$ cat config.mk
export PLATFORM = sky130hd
export DESIGN_NAME = fpqd_post
export DESIGN_NICKNAME = d
export VERILOG_FILES = /design/src/design/assert_macros.svh /design/src/design/fpqd_pkg.sv /design/src/design/fpqd_post.sv
export SDC_FILE = /design/constraint.sdc
export NUM_CORES = 1
export LEC_CHECK = 0
export ABC_AREA = 1
export BUFFER_PORTS_ARGS = -buffer_cell sky130_fd_sc_hd__buf_2
export CAP_MARGIN = 20
export CORE_MARGIN = 2
export CORE_UTILIZATION = 50
export CTS_CLUSTER_DIAMETER = 30
export CTS_CLUSTER_SIZE = 10
export DETAILED_ROUTE_END_ITERATION = 10
export HOLD_SLACK_MARGIN = 0.05
export PLACE_DENSITY = 0.78
export RECOVER_POWER = 50
export SYNTH_ARGS = -nofsm -noshare
export SYNTH_HDL_FRONTEND = slang
export SYNTH_SLANG_ARGS = --single-unit
$ cat constraint.sdc
create_clock -name clk -period 2.05 [get_ports clk]
set_input_delay 0.41 -clock clk [delete_from_list [all_inputs] [get_ports clk]]
set_output_delay 0.41 -clock clk [all_outputs]
set_load 0.02 [all_outputs]
$ cat src/design/assert_macros.svh
// Assertion helpers for the files that check behaviour.
`ifndef ASSERT_MACROS_SVH
`define ASSERT_MACROS_SVH

// Check that a condition holds at every clock edge outside reset.
`define ASSERT_ALWAYS(label, clk, rst, cond) \
  label: assert property (@(posedge clk) disable iff (rst) (cond)) \
    else $error("assertion failed");

// Check that a consequent follows an antecedent at the same edge.
`define ASSERT_IMPLY(label, clk, rst, ante, cons) \
  label: assert property (@(posedge clk) disable iff (rst) (ante) |-> (cons)) \
    else $error("assertion failed");

`endif

$ cat src/design/fpqd_pkg.sv
package fpqd_pkg;

  localparam int DATA_W            = 32;
  localparam int FRAC_BITS_DEFAULT = 16;

  // Control that travels alongside each item through the pipeline.
  typedef struct packed {
    logic valid;
    logic neg;    // operand signs differ
    logic dz;     // divisor was zero
  } ctrl_t;

endpackage

$ cat src/design/fpqd_post.sv
module fpqd_post #(
  parameter int DW = fpqd_pkg::DATA_W + fpqd_pkg::FRAC_BITS_DEFAULT
) (
  input  logic                            clk,
  input  logic                            rst,
  input  fpqd_pkg::ctrl_t                 in_ctrl,
  input  logic [DW-1:0]                   in_quo,
  output logic                            done,
  output logic [fpqd_pkg::DATA_W-1:0]     quotient,
  output logic                            overflow,
  output logic                            divide_by_zero
);

  localparam logic [DW-1:0] LIM_POS = DW'(33'h07FFF_FFFF);
  localparam logic [DW-1:0] LIM_NEG = DW'(33'h08000_0000);

  logic                        neg;
  logic                        ovf;
  logic [fpqd_pkg::DATA_W-1:0] q;

  // Apply the sign, flag wrap-around and force the zero-divisor result.
  always_comb begin
    neg = in_ctrl.neg && (in_quo != '0);
    ovf = neg ? (in_quo > LIM_NEG) : (in_quo > LIM_POS);
    q   = neg ? (~in_quo[fpqd_pkg::DATA_W-1:0] + 1'b1) : in_quo[fpqd_pkg::DATA_W-1:0];
    if (in_ctrl.dz) begin
      q   = '0;
      ovf = 1'b0;
    end
  end

  always_ff @(posedge clk) begin
    if (rst) begin
      done <= 1'b0;
    end else begin
      done <= in_ctrl.valid;
    end
  end

  always_ff @(posedge clk) begin
    quotient       <= q;
    overflow       <= ovf;
    divide_by_zero <= in_ctrl.dz;
  end

endmodule

Word-level counts from Yosys, hierarchy flattened
Index checks and enable logic that the tools add are counted.
{"block": "totals", "reg_bits": 35, "latchBits": 0, "ramBits": 0, "mem_bits_ro": 0, "inputBits": 53, "out_inout_bits": 35, "wordCells": 12, "n_memories": 0}
{"block": "classes", "add_sub_neg": 1, "mul": 0, "div": 0, "n_lt_le_gt_ge": 2, "eq_ne": 0, "shifts": 0, "muxes": 2, "bitwise": 1, "n_reduce_logical": 2}
{"operator": "greater-than comparator 48 x 31 -> 1 bit, second input constant", "n": 1}
{"operator": "greater-than comparator 48 x 32 -> 1 bit, second input constant", "n": 1}
{"operator": "nonzero test 48 bit", "n": 1}
{"operator": "adder 32 x 1 -> 32 bit, second input constant", "n": 1}
{"operator": "2-to-1 mux 32 bit", "n": 1}
{"operator": "inverter 32 bit", "n": 1}
{"operator": "logical AND 1 bit", "n": 1}
{"operator": "2-to-1 mux 1 bit", "n": 1}

Logic depth before layout (Yosys ltp)
{"block": "logic_depth", "word_depth": 3, "mapped_depth": 13, "mapped_depth_nobuf": 11}

Least setup slack after synthesis
No wires, ideal clock.
{"block": "synth_timing", "kind": "input-to-reg", "startpoint": "input in_quo[0]", "endpoint": "register quotient[10] (netlist bit)", "setup_time_ns": 0.142, "arrival_ns": 1.626, "required_ns": 1.908, "slack_ns": 0.282, "cell_stages": 11, "n_path_buf": 2, "path_cell_list": "inv_1 -> ha_1 -> buf_2 -> nand2_2 -> nor2_4 -> nand2_2 -> nor2_4 -> nand2_4 -> buf_2 -> nand3_1 -> a21oi_2"}
{"block": "synth_via", "elab_chain_cells": 3, "elab_cells_between_ends": 5, "classes_between": "add/sub (1); mux (1); bitwise (1); reduce/logical (2)"}
{"element": "from (decl)", "line_no": "fpqd_post.sv:7", "source": "input logic [DW-1:0] in_quo,"}
{"element": "inverter 32 bit / nonzero test 48 bit (equally long branches)", "line_no": "fpqd_post.sv:25, fpqd_post.sv:23"}
{"element": "adder 32 x 1 -> 32 bit / logical AND 1 bit (equally long branches)", "line_no": "fpqd_post.sv:25, fpqd_post.sv:23"}
{"element": "2-to-1 mux 32 bit (*)", "line_no": "fpqd_post.sv:25", "source": "q = neg ? (~in_quo[fpqd_pkg::DATA_W-1:0] + 1'b1) : in_quo[fpqd_pkg::DATA_W-1:0];"}
{"element": "to (signal assigned)", "line_no": "fpqd_post.sv:41", "source": "quotient <= q;"}
{"element": "to (decl)", "line_no": "fpqd_post.sv:9", "source": "output logic [fpqd_pkg::DATA_W-1:0] quotient,"}
Mark *: on every way between the ends. The rest lies on a longest branch, timed or not.
A chain may end at the register's enable or synchronous reset.

Worst setup path in the final report
{"block": "layout_timing", "startpoint": "input in_ctrl[0] (netlist bit)", "endpoint": "register quotient[24] (netlist bit)"}
{"element": "from (decl)", "line_no": "fpqd_post.sv:6", "source": "input fpqd_pkg::ctrl_t in_ctrl,"}
No word-level cell between the ends.

==> metrics.txt <==
status=finished clean; Cell Area, Synth=2420 um2; worst min path class=input pin to flop; Die H=73.6 um; Setup crit end kind=flop; crit path launch=in_ctrl[0]; Antenna diodes=0; post-synthesis cell count=403; Clock Sink Count=35; Cell variety after synth=24; Post-CTS Hold Fix Bufs=0; mean area per synthesized cell=6.01 um2; first-pass GRT wire length=10.7 mm; Core ar.=4690 um2; final WL=6.69 mm; PD cells=563 nW/um2; DPL Wire Length=5.45 mm; drt first pass iters=4; Final Cycle Share=83.3%; Die Area=5410 um2; Boundary Pins=88; clock power share=approximately a third; DRT iter0 DRCs=112; sequential power share=44.1%; Bufs and invs on worst path=2; synth warn=0; Crit-path slowest cell=clkbuf_1; worst setup path class=input pin to flop; fin crit period=between 1500 and 2000 ps; max cap viols=0; Comb pwr share=roughly 23%; nets@finish=~550; post-layout util=63.2%; Worst Path Arrival=1850 ps; post_cts resized=0; Starting Density=about half; Die W=73.6 um; via count=2748; Synth Register Bits=35; Post-Syn Nets=between 400 and 500; cts bufs inserted=5; gr ovfl total=0; actual slew at the worst max-slew pin=955 ps; most frequent CP cell=clkbuf_1; std cell rows=25; Synth-to-Final Area Change=22.4%; DR vias/cell=5.01; Critical Path Max Stage Delay=between 600 and 700 ps; Final GP Congestion=0.977; sw frac=30.5%; FMAX=0.585 GHz; CTS tree=done; Worst-path clk slew=70 ps; setup TNS=0 ps; Worst VDD drop=between 0.2 and 0.3 mV; commonest non-fill, non-tap cells in the layout=nand2_1, nor2_1, buf_2; number of routed nets with antenna violations=0; unrepaired setup endpoints after global routing=false; internal power=1.16 mW; crit path cell chain=clkbuf_1 -> clkbuf_1 -> nor3_1; PortBufs=87; DR WL/cell=12.2 um; final setup fails=0; Slew Limit Headroom=36.3%; clock buffer depth=2; Max FO, Critical Path=16; cell at the root of the clock tree=clkbuf_8; Final Slew Violations=0; total track usage=between 20% and 30%; Remaining DRCs=0; commonest non-fill, non-tap cell in the layout=nand2_1; vias in the first global route=2395; CP top delay family=buffers and inverters; Hold Startpoint=rst; Leak=1.48 nW; H-tree levels=2; Sw Pwr=508 uW; largest net degree at the start of global routing=26; Worst Setup Start Kind=input pin; Post-CTS Setup Bufs=0; layout cell share with drive strength beyond 1=between 10% and 20%; WP data required=2190 ps; Final Hold Fails=0; antenna violations before repair=0; Pwr Total=1.67 mW; sequential area share after synthesis=28.9%
## routing by layer
metal | vias up | global-route usage, % | share of wire (%)
met5 | - | 0 | 0
met4 | 0 | 7.27 | 1.6
met3 | 10 | 4.80 | 6.9
met2 | 82 | 41.9 | 47
met1 | 1215 | 34.1 | 45
li1 | 1441 | - | -
## area by class of cell
cell class                 count  area [um2]
inverter                      47         176
tap                           54        67.6
fill                         513        1730
sequential                    35         701
multi-input combinational    310        1470
timing repair buffer          95         450
clock buffer                   8         100
## through the flow
stage	instances	area (um2)	hold slack, ps	worst slack (ps)
after CTS	549	3010	273	397
after global placement	541	2910	565	159
after global routing	549	2960	284	204
final	549	2960	273	342
after detailed placement	541	2910	570	115
after floorplan	403	2420	438	282
## final timing paths
| path | to | slack (ps) | depth (start not counted) |
|---|---|---|---|
| worst min-delay path | done$_SDFF_PP0_ | 270 | 2 |
| worst max-delay path | quotient[24]$_SDFF_PP0_ | 340 | 3 |
## Yosys cell counts
cell | instances | area share, %
nand2_1 | 130 | 20
nand3_1 | 36 | 7.4
clkbuf_1 | 2 | 0.31
nor3_1 | 4 | 0.83
dfxtp_1 | 35 | 29
nand2_8 | 1 | 0.83
a21oi_2 | 17 | 6.1
o21ai_0 | 5 | 1.0
xnor2_1 | 2 | 0.72
ha_1 | 1 | 0.52
buf_1 | 3 | 0.47
xor2_1 | 6 | 2.2
nand2_4 | 1 | 0.47
nor2_1 | 77 | 12
nand4_1 | 13 | 3.4
o21bai_1 | 1 | 0.31
a21oi_1 | 8 | 1.7
buf_6 | 1 | 0.47
buf_2 | 3 | 0.62
buf_8 | 2 | 1.2
nand2_2 | 3 | 0.78
clkinv_1 | 1 | 0.15
inv_1 | 46 | 7.1
nor2_4 | 5 | 2.3
## power groups by stage
stage	combinational [mW]	sequential (mW)	clock, mW
after floorplan	0.181	0.809	0
after detailed placement	0.392	0.749	0
after global placement	0.389	0.748	0
final	0.380	0.735	0.552
after CTS	0.394	0.734	0.564
after global routing	0.425	0.739	0.600
## logic make-up after synthesis
group | after synthesis | synth area share (%)
flip-flops | 35 | 28.9
AND/OR/NAND/NOR | 270 | 48.1
adder cells (fa/ha/maj) | 1 | 0.517
buffers and inverters | 58 | 10.4
XOR/XNOR | 8 | 2.89
AO/OA/AOI/OAI | 31 | 9.15
## registers in the layout, summed over array words and instances, names as in the netlist
name	flops
overflow	1
done	1
divide_by_zero	1
quotient	32
No activity file was read; power rests on OpenSTA's default activity.
