--- src/design/assert_macros.svh ---
// Assertion helpers for the files that check behaviour.
`ifndef ASSERT_MACROS_SVH
`define ASSERT_MACROS_SVH

// Check that a condition holds at every clock edge outside reset.
`define ASSERT_ALWAYS(label, clk, rst, cond) \
  label: assert property (@(posedge clk) disable iff (rst) (cond)) \
    else $error("assertion failed");

// Check that a consequent follows an antecedent at the same edge.
`define ASSERT_IMPLY(label, clk, rst, ante, cons) \
  label: assert property (@(posedge clk) disable iff (rst) (ante) |-> (cons)) \
    else $error("assertion failed");

`endif

--- src/design/fpqd_pkg.sv ---
package fpqd_pkg;

  localparam int DATA_W            = 32;
  localparam int FRAC_BITS_DEFAULT = 16;

  // Control that travels alongside each item through the pipeline.
  typedef struct packed {
    logic valid;
    logic neg;    // operand signs differ
    logic dz;     // divisor was zero
  } ctrl_t;

endpackage

--- src/design/fpqd_prep.sv ---
module fpqd_prep #(
  parameter int FRAC_BITS = fpqd_pkg::FRAC_BITS_DEFAULT,
  localparam int DW = fpqd_pkg::DATA_W + FRAC_BITS
) (
  input  logic                            clk,
  input  logic                            rst,
  input  logic                            in_valid,
  input  logic [fpqd_pkg::DATA_W-1:0]     dividend,
  input  logic [fpqd_pkg::DATA_W-1:0]     divisor,
  output fpqd_pkg::ctrl_t                 ctrl,
  output logic [DW-1:0]                   num,
  output logic [fpqd_pkg::DATA_W-1:0]     den
);

  logic [fpqd_pkg::DATA_W-1:0] mag_a;
  logic [fpqd_pkg::DATA_W-1:0] mag_b;

  // Two's complement magnitude; the most negative value maps to 2^31 unsigned.
  always_comb begin
    mag_a = dividend[fpqd_pkg::DATA_W-1] ? (~dividend + 1'b1) : dividend;
    mag_b = divisor[fpqd_pkg::DATA_W-1]  ? (~divisor + 1'b1)  : divisor;
  end

  always_ff @(posedge clk) begin
    if (rst) begin
      ctrl <= '0;
    end else begin
      ctrl.valid <= in_valid;
      ctrl.neg   <= dividend[fpqd_pkg::DATA_W-1] ^ divisor[fpqd_pkg::DATA_W-1];
      ctrl.dz    <= (divisor == '0);
    end
  end

  // Align the dividend magnitude by the fraction width.
  always_ff @(posedge clk) begin
    num <= DW'(mag_a) << FRAC_BITS;
    den <= mag_b;
  end

endmodule

--- config.mk ---
export PLATFORM = sky130hd
export DESIGN_NAME = fpqd_prep
export DESIGN_NICKNAME = d
export VERILOG_FILES = /design/src/design/assert_macros.svh /design/src/design/fpqd_pkg.sv /design/src/design/fpqd_prep.sv
export SDC_FILE = /design/constraint.sdc
export NUM_CORES = 1
export LEC_CHECK = 0
export BUFFER_PORTS_ARGS = -buffer_cell sky130_fd_sc_hd__buf_2
export CELL_PAD_IN_SITES_DETAIL_PLACEMENT = 1
export CELL_PAD_IN_SITES_GLOBAL_PLACEMENT = 2
export CORE_MARGIN = 1.5
export CORE_UTILIZATION = 27
export CTS_BUF_LIST = sky130_fd_sc_hd__clkbuf_8
export CTS_CLUSTER_SIZE = 20
export DETAILED_ROUTE_END_ITERATION = 10
export MAX_ROUTING_LAYER = met4
export PLACE_DENSITY = 0.78
export SETUP_SLACK_MARGIN = 0.4
export SLEW_MARGIN = 20
export SYNTH_ARGS = -nofsm -noshare
export SYNTH_HDL_FRONTEND = slang
export SYNTH_SLANG_ARGS = --single-unit
--- constraint.sdc ---
create_clock -name clk -period 1.72 [get_ports clk]
set_input_delay 0.086 -clock clk [delete_from_list [all_inputs] [get_ports clk]]
set_output_delay 0.086 -clock clk [all_outputs]
set_load 0.01 [all_outputs]
# Word-level counts from Yosys, hierarchy flattened

Cells that the tools add are included.

Output and inout port bits: 83
Flip-flop bits (word level): 67
Logic and storage cells: 15

Add/sub/neg operators: 2
Mux-type cells: 2
Bitwise logic cells: 3
Reductions and logical operators: 1

Operator list:

| cell                                           | count |
|---|---|
| adder 32 x 1 -> 32 bit (second input constant) | 2 |
| inverter 32 bit                                | 2 |
| 2-to-1 mux 31 bit                              | 2 |
| logical NOT 32 bit                             | 1 |
| bitwise XOR 1 bit                              | 1 |

# Depth between registers and ports, before layout

Word-level depth: 3
Depth in mapped cells: 6

# Worst setup path before layout

OpenSTA, ideal clock, no wires.

Kind: input to register
Start point: input port dividend[25] in the netlist's numbering
End point: register num[45]
Arrival time: 1.376 ns
Slack: 0.272 ns
Path buffers: 0
Stages on the path: 4
Required time: 1.648 ns
Path through: or4_4 > or3_4 > o41ai_4 > xnor2_1

Cells in the longest elaborated chain, start to end: 3

Ends and longest elaborated chain:

| item                   | line            | text |
|---|---|---|
| start: declaration     | fpqd_prep.sv:8  | `input logic [fpqd_pkg::DATA_W-1:0] dividend,` |
| inverter 32 bit        | fpqd_prep.sv:20 | `mag_a = dividend[fpqd_pkg::DATA_W-1] ? (~dividend + 1'b1) : dividend;` |
| adder 32 x 1 -> 32 bit | fpqd_prep.sv:20 |  |
| 2-to-1 mux 31 bit      | fpqd_prep.sv:20 |  |
| via mag_a, one bit     | fpqd_prep.sv:15 | `logic [fpqd_pkg::DATA_W-1:0] mag_a;` |
| end signal: assignment | fpqd_prep.sv:36 | `num <= DW'(mag_a) << FRAC_BITS;` |
| end: declaration       | fpqd_prep.sv:11 | `output logic [DW-1:0] num,` |

The timed path passes the listed nets, and every way through them passes these cells.
A chain may end at the register's enable or synchronous reset.

# Worst setup path after layout

Start point: input port divisor[26] in the netlist's numbering
End point: register den[30] in the netlist's numbering

Cells in the longest elaborated chain, start to end: 3

Ends and longest elaborated chain:

| item                   | line            | text |
|---|---|---|
| start: declaration     | fpqd_prep.sv:9  | `input logic [fpqd_pkg::DATA_W-1:0] divisor,` |
| inverter 32 bit        | fpqd_prep.sv:21 | `mag_b = divisor[fpqd_pkg::DATA_W-1] ? (~divisor + 1'b1) : divisor;` |
| adder 32 x 1 -> 32 bit | fpqd_prep.sv:21 |  |
| 2-to-1 mux 31 bit      | fpqd_prep.sv:21 |  |
| via mag_b, one bit     | fpqd_prep.sv:16 | `logic [fpqd_pkg::DATA_W-1:0] mag_b;` |
| end signal: assignment | fpqd_prep.sv:37 | `den <= mag_b;` |
| end: declaration       | fpqd_prep.sv:12 | `output logic [fpqd_pkg::DATA_W-1:0] den` |

The timed path passes the listed nets, and every way through them passes these cells.

==> run metrics <==
run status=finished, final reports clean; number of port buffers=around 130; die height=108 µm; Slew HR=56.3%; grt ovf=0; WP data arrival=1.59 ns; final setup TNS=0 ns; post-place setup slack=between 0.08 and 0.09 ns; clock slew at reported path FFs=around 0.070 ns; Num Clock Sinks=between 60 and 70; Worst Tran Pin Value=roughly 0.66 ns; drt via density=about 4.5; Main synth FF type=dfxtp_1; Min Hold Slack=between 0.02 and 0.025 ns; Post-Synthesis Cells=between 200 and 300; top cells by area, synth=dfxtp_1 (45%), xnor2_1 (17%), o31ai_1 (5.6%); Final Slew Violations=0; share of layout cells above drive strength 1=~37%; largest family of logic cells by synthesized area=XOR/XNOR gates; Post-synth EDFFs=0; per-cell routed wire length=14.3 µm; Yosys warning count=0; initial antenna violation count=0; Vias=2874; Worst Hold Class=in -> reg; die width=between 100 and 150 µm; Final Setup Violations=0; Final Hold Fails=0; dpl hpwl=roughly 6500 µm; initial core utilization=between 20% and 30%; routed wire length=9110 µm; FFs w/ async S/R, synth=0%; Synth Register Bits=67; sequential fraction of the synthesis area=a little under half; Tot GR Track Use=about 16%; CTS root buffer=clkbuf_8; critical path peak fanout=3; area leader, netlist=dfxtp_1; min Tclk post-route=approximately 1.3 ns; type of the worst setup path=in -> reg; worst setup margin=between 0.3 and 0.4 ns; die area=between 0.01 and 0.015 mm²; post-synthesis mux area share=0%; PD cells=roughly 800 mW/mm²; CTS Buffer Depth=2; most common cell in the netlist=dfxtp_1; final core utilization=between 40% and 50%; # H-tree levels=3; initial DRC count=42; synth unique cells=36; Post-Synth XOR/XNOR Area=17.4%; # nets final=562; Synth top cells by count=dfxtp_1 (67), xnor2_1 (59), o31ai_1 (22); RSZ-0062 raised after global routing=true; total CTS buffers=9; max cap viols=0; first-pass GRT wire length=between 10000 and 15000 µm; largest net degree at the start of global routing=35; ant diodes=0; post-synthesis adder-cell area fraction=under 10%; Static Leak=1.95 nW; Simple-Gate Fraction of Synth Area=16.3%; hold depth=2; mean area per synthesized cell=approximately 10 µm²; total power=roughly 0.0037 W; post-route ant nets=0; Crit path required time=~2.0 ns; area grow syn2layout=54.9%; num ports=150; GP Congestion=about 0.77; drt drc=0; Achievable Freq=approximately 750 MHz; CTS tree=built; critical path startpoint category=primary input; Final Cycle Share=between 70% and 80%; vias in the first global route=2958; top-area cell type share of the netlist area=between 40% and 50%; row cnt=38; DR pass1 iterations=4; crit path capture type=flip-flop; peak supply drop=391 µV; Synth Area in Compound Gates=between 10% and 20%; synthesized area=0.00297 mm²; Core Area=~0.011 mm²
-- kinds of logic (layout without fill, tap and decap cells) --
| family | after synthesis | after routing |
|---|---|---|
| DFF | 67 | 67 |
| xor gates and xnor gates | 59 | 59 |
| AOI/OAI and AO/OA | 52 | 52 |
| other | 1 | 16 |
| buffers and inverters | 30 | 221 |
| adders and majority gates | 4 | 4 |
| and+or+nand+nor | 77 | 77 |
-- layer usage --
metal / share of wire, % / up-vias / track usage (%)
met5: 0 / - / -
met3: 6.8 / 7 / 5.39
met1: 41 / 1368 / 18.1
met2: 51 / 101 / 28.4
li1: - / 1398 / -
met4: 0.58 / 0 / 3.67
-- final timing paths --
check              startpoint      end  slack, ns
setup / recovery  divisor[26]  den[30]       0.39
hold / removal    dividend[3]  num[19]       0.02
-- layout by cell type (no fill, tap or decap), drive strengths merged, types with 3 or more instances in the layout --
cell type    instances
dfxtp               67
dlygate4sd3         53
or4                  4
ha                   4
nor4                10
inv                 10
nand2b               4
clkbuf              11
xnor2               59
nand3                3
nand4b               3
o21ai               21
nor2                 6
nor3                 9
o41ai                9
o31ai               22
conb                16
nand4                7
nand2               20
or3                  4
buf                145
-- worst max-delay path: stages --
cell and delay, ns:
buf_6 0.09, or4_4 0.53, or3_4 0.43, buf_4 0.15, o31ai_4 0.17, xnor2_1 0.13
-- registers in the layout (all words and copies together), names as in the netlist --
name  count
num      32
den      32
ctrl      3
-- cell type report --
cell class,count,area (µm²)
fillers,1290,6190
multi-input cells,208,1590
flip-flops and latches,67,1340
repair buffers,198,1300
well taps,140,175
clock buffers,11,151
inverters,7,26.3
clock inverters,5,21.3
-- stage by stage --
stage / area (µm²) / std cells
2_1_floorplan: 3090 / 305
3_3_place_gp: 3840 / 565
3_5_place_dp: 3840 / 565
4_1_cts: 4540 / 633
5_1_grt: 4600 / 636
6_report: 4600 / 636
-- power by group --
part / total (W) / internal [W] / leakage, nW / switching [W]
logic: 0.000786 / 0.000385 / 1.28 / 0.000402
clock network: 0.00115 / 0.000582 / 0.103 / 0.000566
registers: 0.00175 / 0.00171 / 0.564 / 0.0000371
-- timing repair --
item                                   in CTS  in global routing
hold buffers                               52                  1
setup endpoints to repair                   0                  4
buffers inserted                            0                  2
gates resized for setup                     0                  7
endpoints found under the hold margin      53                  1
Note: power is estimated with default switching activity, not from simulation.
