`src/design/assert_macros.svh`:
```
// Assertion helpers for the files that check behaviour.
`ifndef ASSERT_MACROS_SVH
`define ASSERT_MACROS_SVH

// Check that a condition holds at every clock edge outside reset.
`define ASSERT_ALWAYS(label, clk, rst, cond) \
  label: assert property (@(posedge clk) disable iff (rst) (cond)) \
    else $error("assertion failed");

// Check that a consequent follows an antecedent at the same edge.
`define ASSERT_IMPLY(label, clk, rst, ante, cons) \
  label: assert property (@(posedge clk) disable iff (rst) (ante) |-> (cons)) \
    else $error("assertion failed");

`endif

```
`src/design/fpqd_pkg.sv`:
```
package fpqd_pkg;

  localparam int DATA_W            = 32;
  localparam int FRAC_BITS_DEFAULT = 16;

  // Control that travels alongside each item through the pipeline.
  typedef struct packed {
    logic valid;
    logic neg;    // operand signs differ
    logic dz;     // divisor was zero
  } ctrl_t;

endpackage

```
`src/design/fpqd_div_stage.sv`:
```
module fpqd_div_stage #(
  parameter int DW = fpqd_pkg::DATA_W + fpqd_pkg::FRAC_BITS_DEFAULT
) (
  input  logic                            clk,
  input  logic                            rst,
  input  fpqd_pkg::ctrl_t                 in_ctrl,
  input  logic [DW-1:0]                   in_num,
  input  logic [DW-1:0]                   in_quo,
  input  logic [fpqd_pkg::DATA_W-1:0]     in_rem,
  input  logic [fpqd_pkg::DATA_W-1:0]     in_den,
  output fpqd_pkg::ctrl_t                 out_ctrl,
  output logic [DW-1:0]                   out_num,
  output logic [DW-1:0]                   out_quo,
  output logic [fpqd_pkg::DATA_W-1:0]     out_rem,
  output logic [fpqd_pkg::DATA_W-1:0]     out_den
);

  localparam int RW = fpqd_pkg::DATA_W + 1;

  logic [RW-1:0] trial;
  logic [RW:0]   diff;
  logic          qbit;
  logic [fpqd_pkg::DATA_W-1:0] rem_next;

  // One restoring step: bring down the next dividend bit, subtract if it fits.
  always_comb begin
    trial    = {in_rem, in_num[DW-1]};
    diff     = {1'b0, trial} - {2'b00, in_den};
    qbit     = ~diff[RW];
    rem_next = qbit ? diff[fpqd_pkg::DATA_W-1:0] : trial[fpqd_pkg::DATA_W-1:0];
  end

  always_ff @(posedge clk) begin
    if (rst) begin
      out_ctrl <= '0;
    end else begin
      out_ctrl <= in_ctrl;
    end
  end

  always_ff @(posedge clk) begin
    out_num <= {in_num[DW-2:0], 1'b0};
    out_quo <= {in_quo[DW-2:0], qbit};
    out_rem <= rem_next;
    out_den <= in_den;
  end

endmodule

```
`config.mk`:
```
export PLATFORM = sky130hd
export DESIGN_NAME = fpqd_div_stage
export DESIGN_NICKNAME = d
export VERILOG_FILES = /design/src/design/assert_macros.svh /design/src/design/fpqd_pkg.sv /design/src/design/fpqd_div_stage.sv
export SDC_FILE = /design/constraint.sdc
export NUM_CORES = 1
export LEC_CHECK = 0
export BUFFER_PORTS_ARGS = -buffer_cell sky130_fd_sc_hd__buf_4
export CAP_MARGIN = 20
export CELL_PAD_IN_SITES_DETAIL_PLACEMENT = 0
export CELL_PAD_IN_SITES_GLOBAL_PLACEMENT = 1
export CORE_MARGIN = 10
export CORE_UTILIZATION = 32
export DETAILED_ROUTE_END_ITERATION = 10
export PLACE_DENSITY = 0.76
export SYNTH_ARGS = -nofsm -noshare
export SYNTH_HDL_FRONTEND = slang
export SYNTH_SLANG_ARGS = --single-unit
export TNS_END_PERCENT = 10
```
`constraint.sdc`:
```
create_clock -name clk -period 4.1 [get_ports clk]
set_input_delay 0.615 -clock clk [delete_from_list [all_inputs] [get_ports clk]]
set_output_delay 0.615 -clock clk [all_outputs]
set_load 0.01 [all_outputs]
```
# Word level (Yosys, flattened, before mapping)
# Index checks and enable logic that the tools add are counted.
[totals] reg_bits=162 elab_cells=10
[classes] addsub=1 n_mux=1 bitwise=1
[op_table] operator="$sub 33x32->34" count=1
[op_table] operator="$mux 32" count=1
[op_table] operator="$not 1->1" count=1

# Longest topological paths before layout
[logic_depth] word_depth=2 depth_mapped=12 mapped_depth_nobuf=12

# Least setup slack after synthesis
# Ideal clock, no wire load.
[synth_timing] path_type="in2reg" start="input port in_num[47]" end="register out_rem[28] (netlist bit)" setup_time_ns=0.121 arrival_time_ns=3.015 path_slack_ns=0.964 stages=12 cell_sequence="inv_1 > ha_1 > inv_1 > fa_1 > a211oi_1 > o211a_1 > o31ai_1 > o41a_1 > a41oi_1 > o21ai_0 > a21boi_0 > mux2_4"
[synth_via] elab_chain_cells=2
[synth_rtl] item="start, declared" line_no="fpqd_div_stage.sv:7" text="input logic [DW-1:0] in_num,"
[synth_rtl] item="$sub 33x32->34" line_no="fpqd_div_stage.sv:28" text="diff = {1'b0, trial} - {2'b00, in_den};"
[synth_rtl] item="$mux 32" line_no="fpqd_div_stage.sv:30" text="rem_next = qbit ? diff[fpqd_pkg::DATA_W-1:0] : trial[fpqd_pkg::DATA_W-1:0];"
[synth_rtl] item="net rem_next, one bit" line_no="fpqd_div_stage.sv:23" text="logic [fpqd_pkg::DATA_W-1:0] rem_next;"
[synth_rtl] item="end signal, assigned" line_no="fpqd_div_stage.sv:44" text="out_rem <= rem_next;"
[synth_rtl] item="end, declared" line_no="fpqd_div_stage.sv:14" text="output logic [fpqd_pkg::DATA_W-1:0] out_rem,"
# The timed path passes the listed nets, and every way through them passes these cells.
# A chain may end at the register's enable or synchronous reset.

# Worst setup path after layout
# Ends and elaborated chain as after synthesis.

==> results.cfg <==
[run_status]
status = finished clean

[critical_path]
cp.arrival_ns = 3.66
critPathMaxFanout = 4
crit_path_frequent_cell = inv_1
end_kind = flop
crit_path_cell_trace = buf_4 > inv_1 > ha_1 > inv_1 > fa_1 > a211oi_1 > o211a_1 > o31ai_1 > o41a_1 > a41oi_1 > o21ai_0 > a21boi_0 > mux2_4
critPathRequiredTime_ns = 4.40
crit_family = compound AO/OA/AOI/OAI gates
slowest_delay_ns = 0.48
start_kind = input port
crit_path_top_delay_cell = o41a_1
crit_buf_inv = 3
path_class = input port to flop

[grt]
grt_pass1_wl_um = 33900
globalRouteTotalUtil_pct = 19.5
grt_max_degree = 17
antenna_found_initial = 3
grt_pass1_vias = 4882
gr-total-overflow = 0

[synthesis]
synth_most_common_cell = dfxtp_1
synth-seq-cells = 162
synth_edf_count = 0
synth_top_cell_area_share_pct = 57.1
synth_warnings = 0
seq_area_frac_synth_pct = 57.1
synthCells = 488
yosysTopAreaCell = dfxtp_1
ys_types = 54
synth_common_cells = 162 x dfxtp_1, 41 x inv_1, 32 x a21oi_1, 32 x ha_1, 25 x mux2_4
synth_fp_nets = 686
ys.flop_type = dfxtp_1
synth.area.top_cells = dfxtp_1 57%, ha_1 7.0%, mux2_4 6.6%, a21oi_1 2.8%, inv_1 2.7%
synth_async_sr_flop_share_pct = 0
synth_area_sq_mm = 0.00568
synth_area_per_cell_sq_um = 11.6

[clock_tree]
cts_hold_buffers = 0
cts_resized = 0
cts_sinks = 162
cts.root.buffer_cell = clkbuf_16
cts_max_level = 4
clk_pin_slew_ns = 0.07
cts_tree = yes
numCtsBuffers = 17
post_cts_buffers = 0
ctsLongestPathBuffers = 2

[floorplan]
die_h_um = 153
core_area_sq_mm = 0.0174
rows = 48
dieWidth_um = 153
dieArea_sq_mm = 0.0235
io_pins = 328
initial_core_util_pct = 32.7

[routing]
vias = 4852
wl_per_cell_um = 22.6
drc = 0
drt_iter0_drc = 155
detail_route.wirelength_um = 24000
detail-route-antenna-nets = 0
firstDrtPassIters = 4
viasPerCell = 4.56

[sta]
rsz0062_at_grt = false
fin_crit_sh_pct = 81.7
hold_viol_final = 0
slew_headroom_pct = 65.1
setup_viol = 0
layout_min_cycle_time_ns = 3.35
tightest_slew_ns = 0.518
fin_ws_ns = 0.750
fin_setup_tns_ns = 0
finalMaxSlewViolations = 0
fmax_mhz = 298

[power_and_ir_drop]
p_leak_uw = 0.00445
seqPwrFrac_pct = 41.1
clkPwrFrac_pct = 37.7
switching_power_uw = 1150
netSwitchingFraction_pct = 27.0
combPwrFrac_pct = 21.3
power.density_mw_per_mm2 = 476
p_int_uw = 3110
ir_drop_mv = 0.403

[worst_hold_path]
hold_end = out_num[8]$_DFF_P_
hold_start = in_num[7]
min_path_type = input port to flop
whs_path_depth = 1

[final_layout]
synthToLayoutAreaGrowth_pct = 57.8
n_fill_cell = 1616
drive_above_1_share_pct = 47.0
final_nets = 1024

[placement]
io_buffer_count = 325
post-place-ws_ns = 0.410
dpl.hpwl_um = 20700
gp_congestion = 0.951

[run]
maxCapViolations = 0
## cell families after synthesis
| group | synth area share [%] |
|---|---|
| AOI/OAI and AO/OA | 12.1 |
| muxes | 8.06 |
| buffers and inverters | 4.25 |
| other | 0.0660 |
| DFF | 57.1 |
| adders and majority gates | 7.40 |
| and+or+nand+nor | 7.36 |
| xor gates and xnor gates | 3.70 |
## worst max path at each step
stage                     startpoint             endpoint  slack (ns)  depth (start not counted)
final                     in_num[47]  out_rem[28]$_DFF_P_        0.75                         13
after global routing      in_num[47]  out_rem[28]$_DFF_P_        0.57                         13
after detailed placement  in_num[47]  out_rem[28]$_DFF_P_        0.41                         13
after global placement    in_num[47]  out_rem[28]$_DFF_P_        0.45                         13
after CTS                 in_num[47]  out_rem[28]$_DFF_P_        0.84                         13
after floorplan           in_num[47]  out_rem[28]$_DFF_P_        0.96                         12
## state kept, by name (all words and copies together), names as in the netlist
name,count
out_rem,32
out_ctrl,3
out_num,47
out_den,32
out_quo,48
## final cells by class
type / count / area, sq um / area share [%]
sequential: 162 / 3240 / 36.2
clock buffer: 17 / 425 / 4.74
multi-input combinational: 276 / 2200 / 24.5
antenna: 1 / 2.50 / 0.0279
inverter: 41 / 154 / 1.72
timing repair buffer: 328 / 2490 / 27.7
clock inverter: 15 / 176 / 1.97
tap: 225 / 282 / 3.14
## layer usage
metal / global-route usage, % / share of wire (%)
met5: 0 / 0.11
met4: 5.04 / 1.4
met3: 8.56 / 8.9
met2: 34.9 / 52
met1: 20.3 / 38
## layout by cell type, fill, tap and decap left out, types with 7 or more instances in the layout
cell type | synthesis | layout
buf_4 | 2 | 326
dfxtp_1 | 162 | 162
inv_1 | 41 | 41
a21oi_1 | 32 | 32
ha_1 | 32 | 32
mux2_4 | 25 | 25
nand2_1 | 23 | 23
o21ai_0 | 17 | 17
xnor2_1 | 17 | 17
clkbuf_16 | 0 | 17
nor2_1 | 16 | 16
a21o_1 | 7 | 7
xor2_1 | 7 | 7
## power groups by stage
| stage | clock (uW) | combinational (uW) | sequential (uW) |
|---|---|---|---|
| 2_1_floorplan | 0 | 376 | 1860 |
| 3_3_place_gp | 0 | 906 | 1790 |
| 3_5_place_dp | 0 | 913 | 1790 |
| 4_1_cts | 1640 | 919 | 1760 |
| 5_1_grt | 1700 | 973 | 1770 |
| 6_report | 1610 | 907 | 1750 |
## per-stage QoR
| stage | utilization, % | cells | hold WS (ns) | instance area [sq um] | power (uW) |
|---|---|---|---|---|---|
| after floorplan | - | 488 | 0.643 | 5680 | 2230 |
| after global placement | 48.2 | 1032 | 0.720 | 8360 | 2690 |
| final | 51.7 | 1065 | 0.283 | 8970 | 4270 |
| after detailed placement | 48.2 | 1032 | 0.721 | 8360 | 2700 |
| after global routing | 51.6 | 1064 | 0.263 | 8960 | 4440 |
| after CTS | 51.6 | 1064 | 0.273 | 8960 | 4310 |
Note: power is estimated with default switching activity, not from simulation.
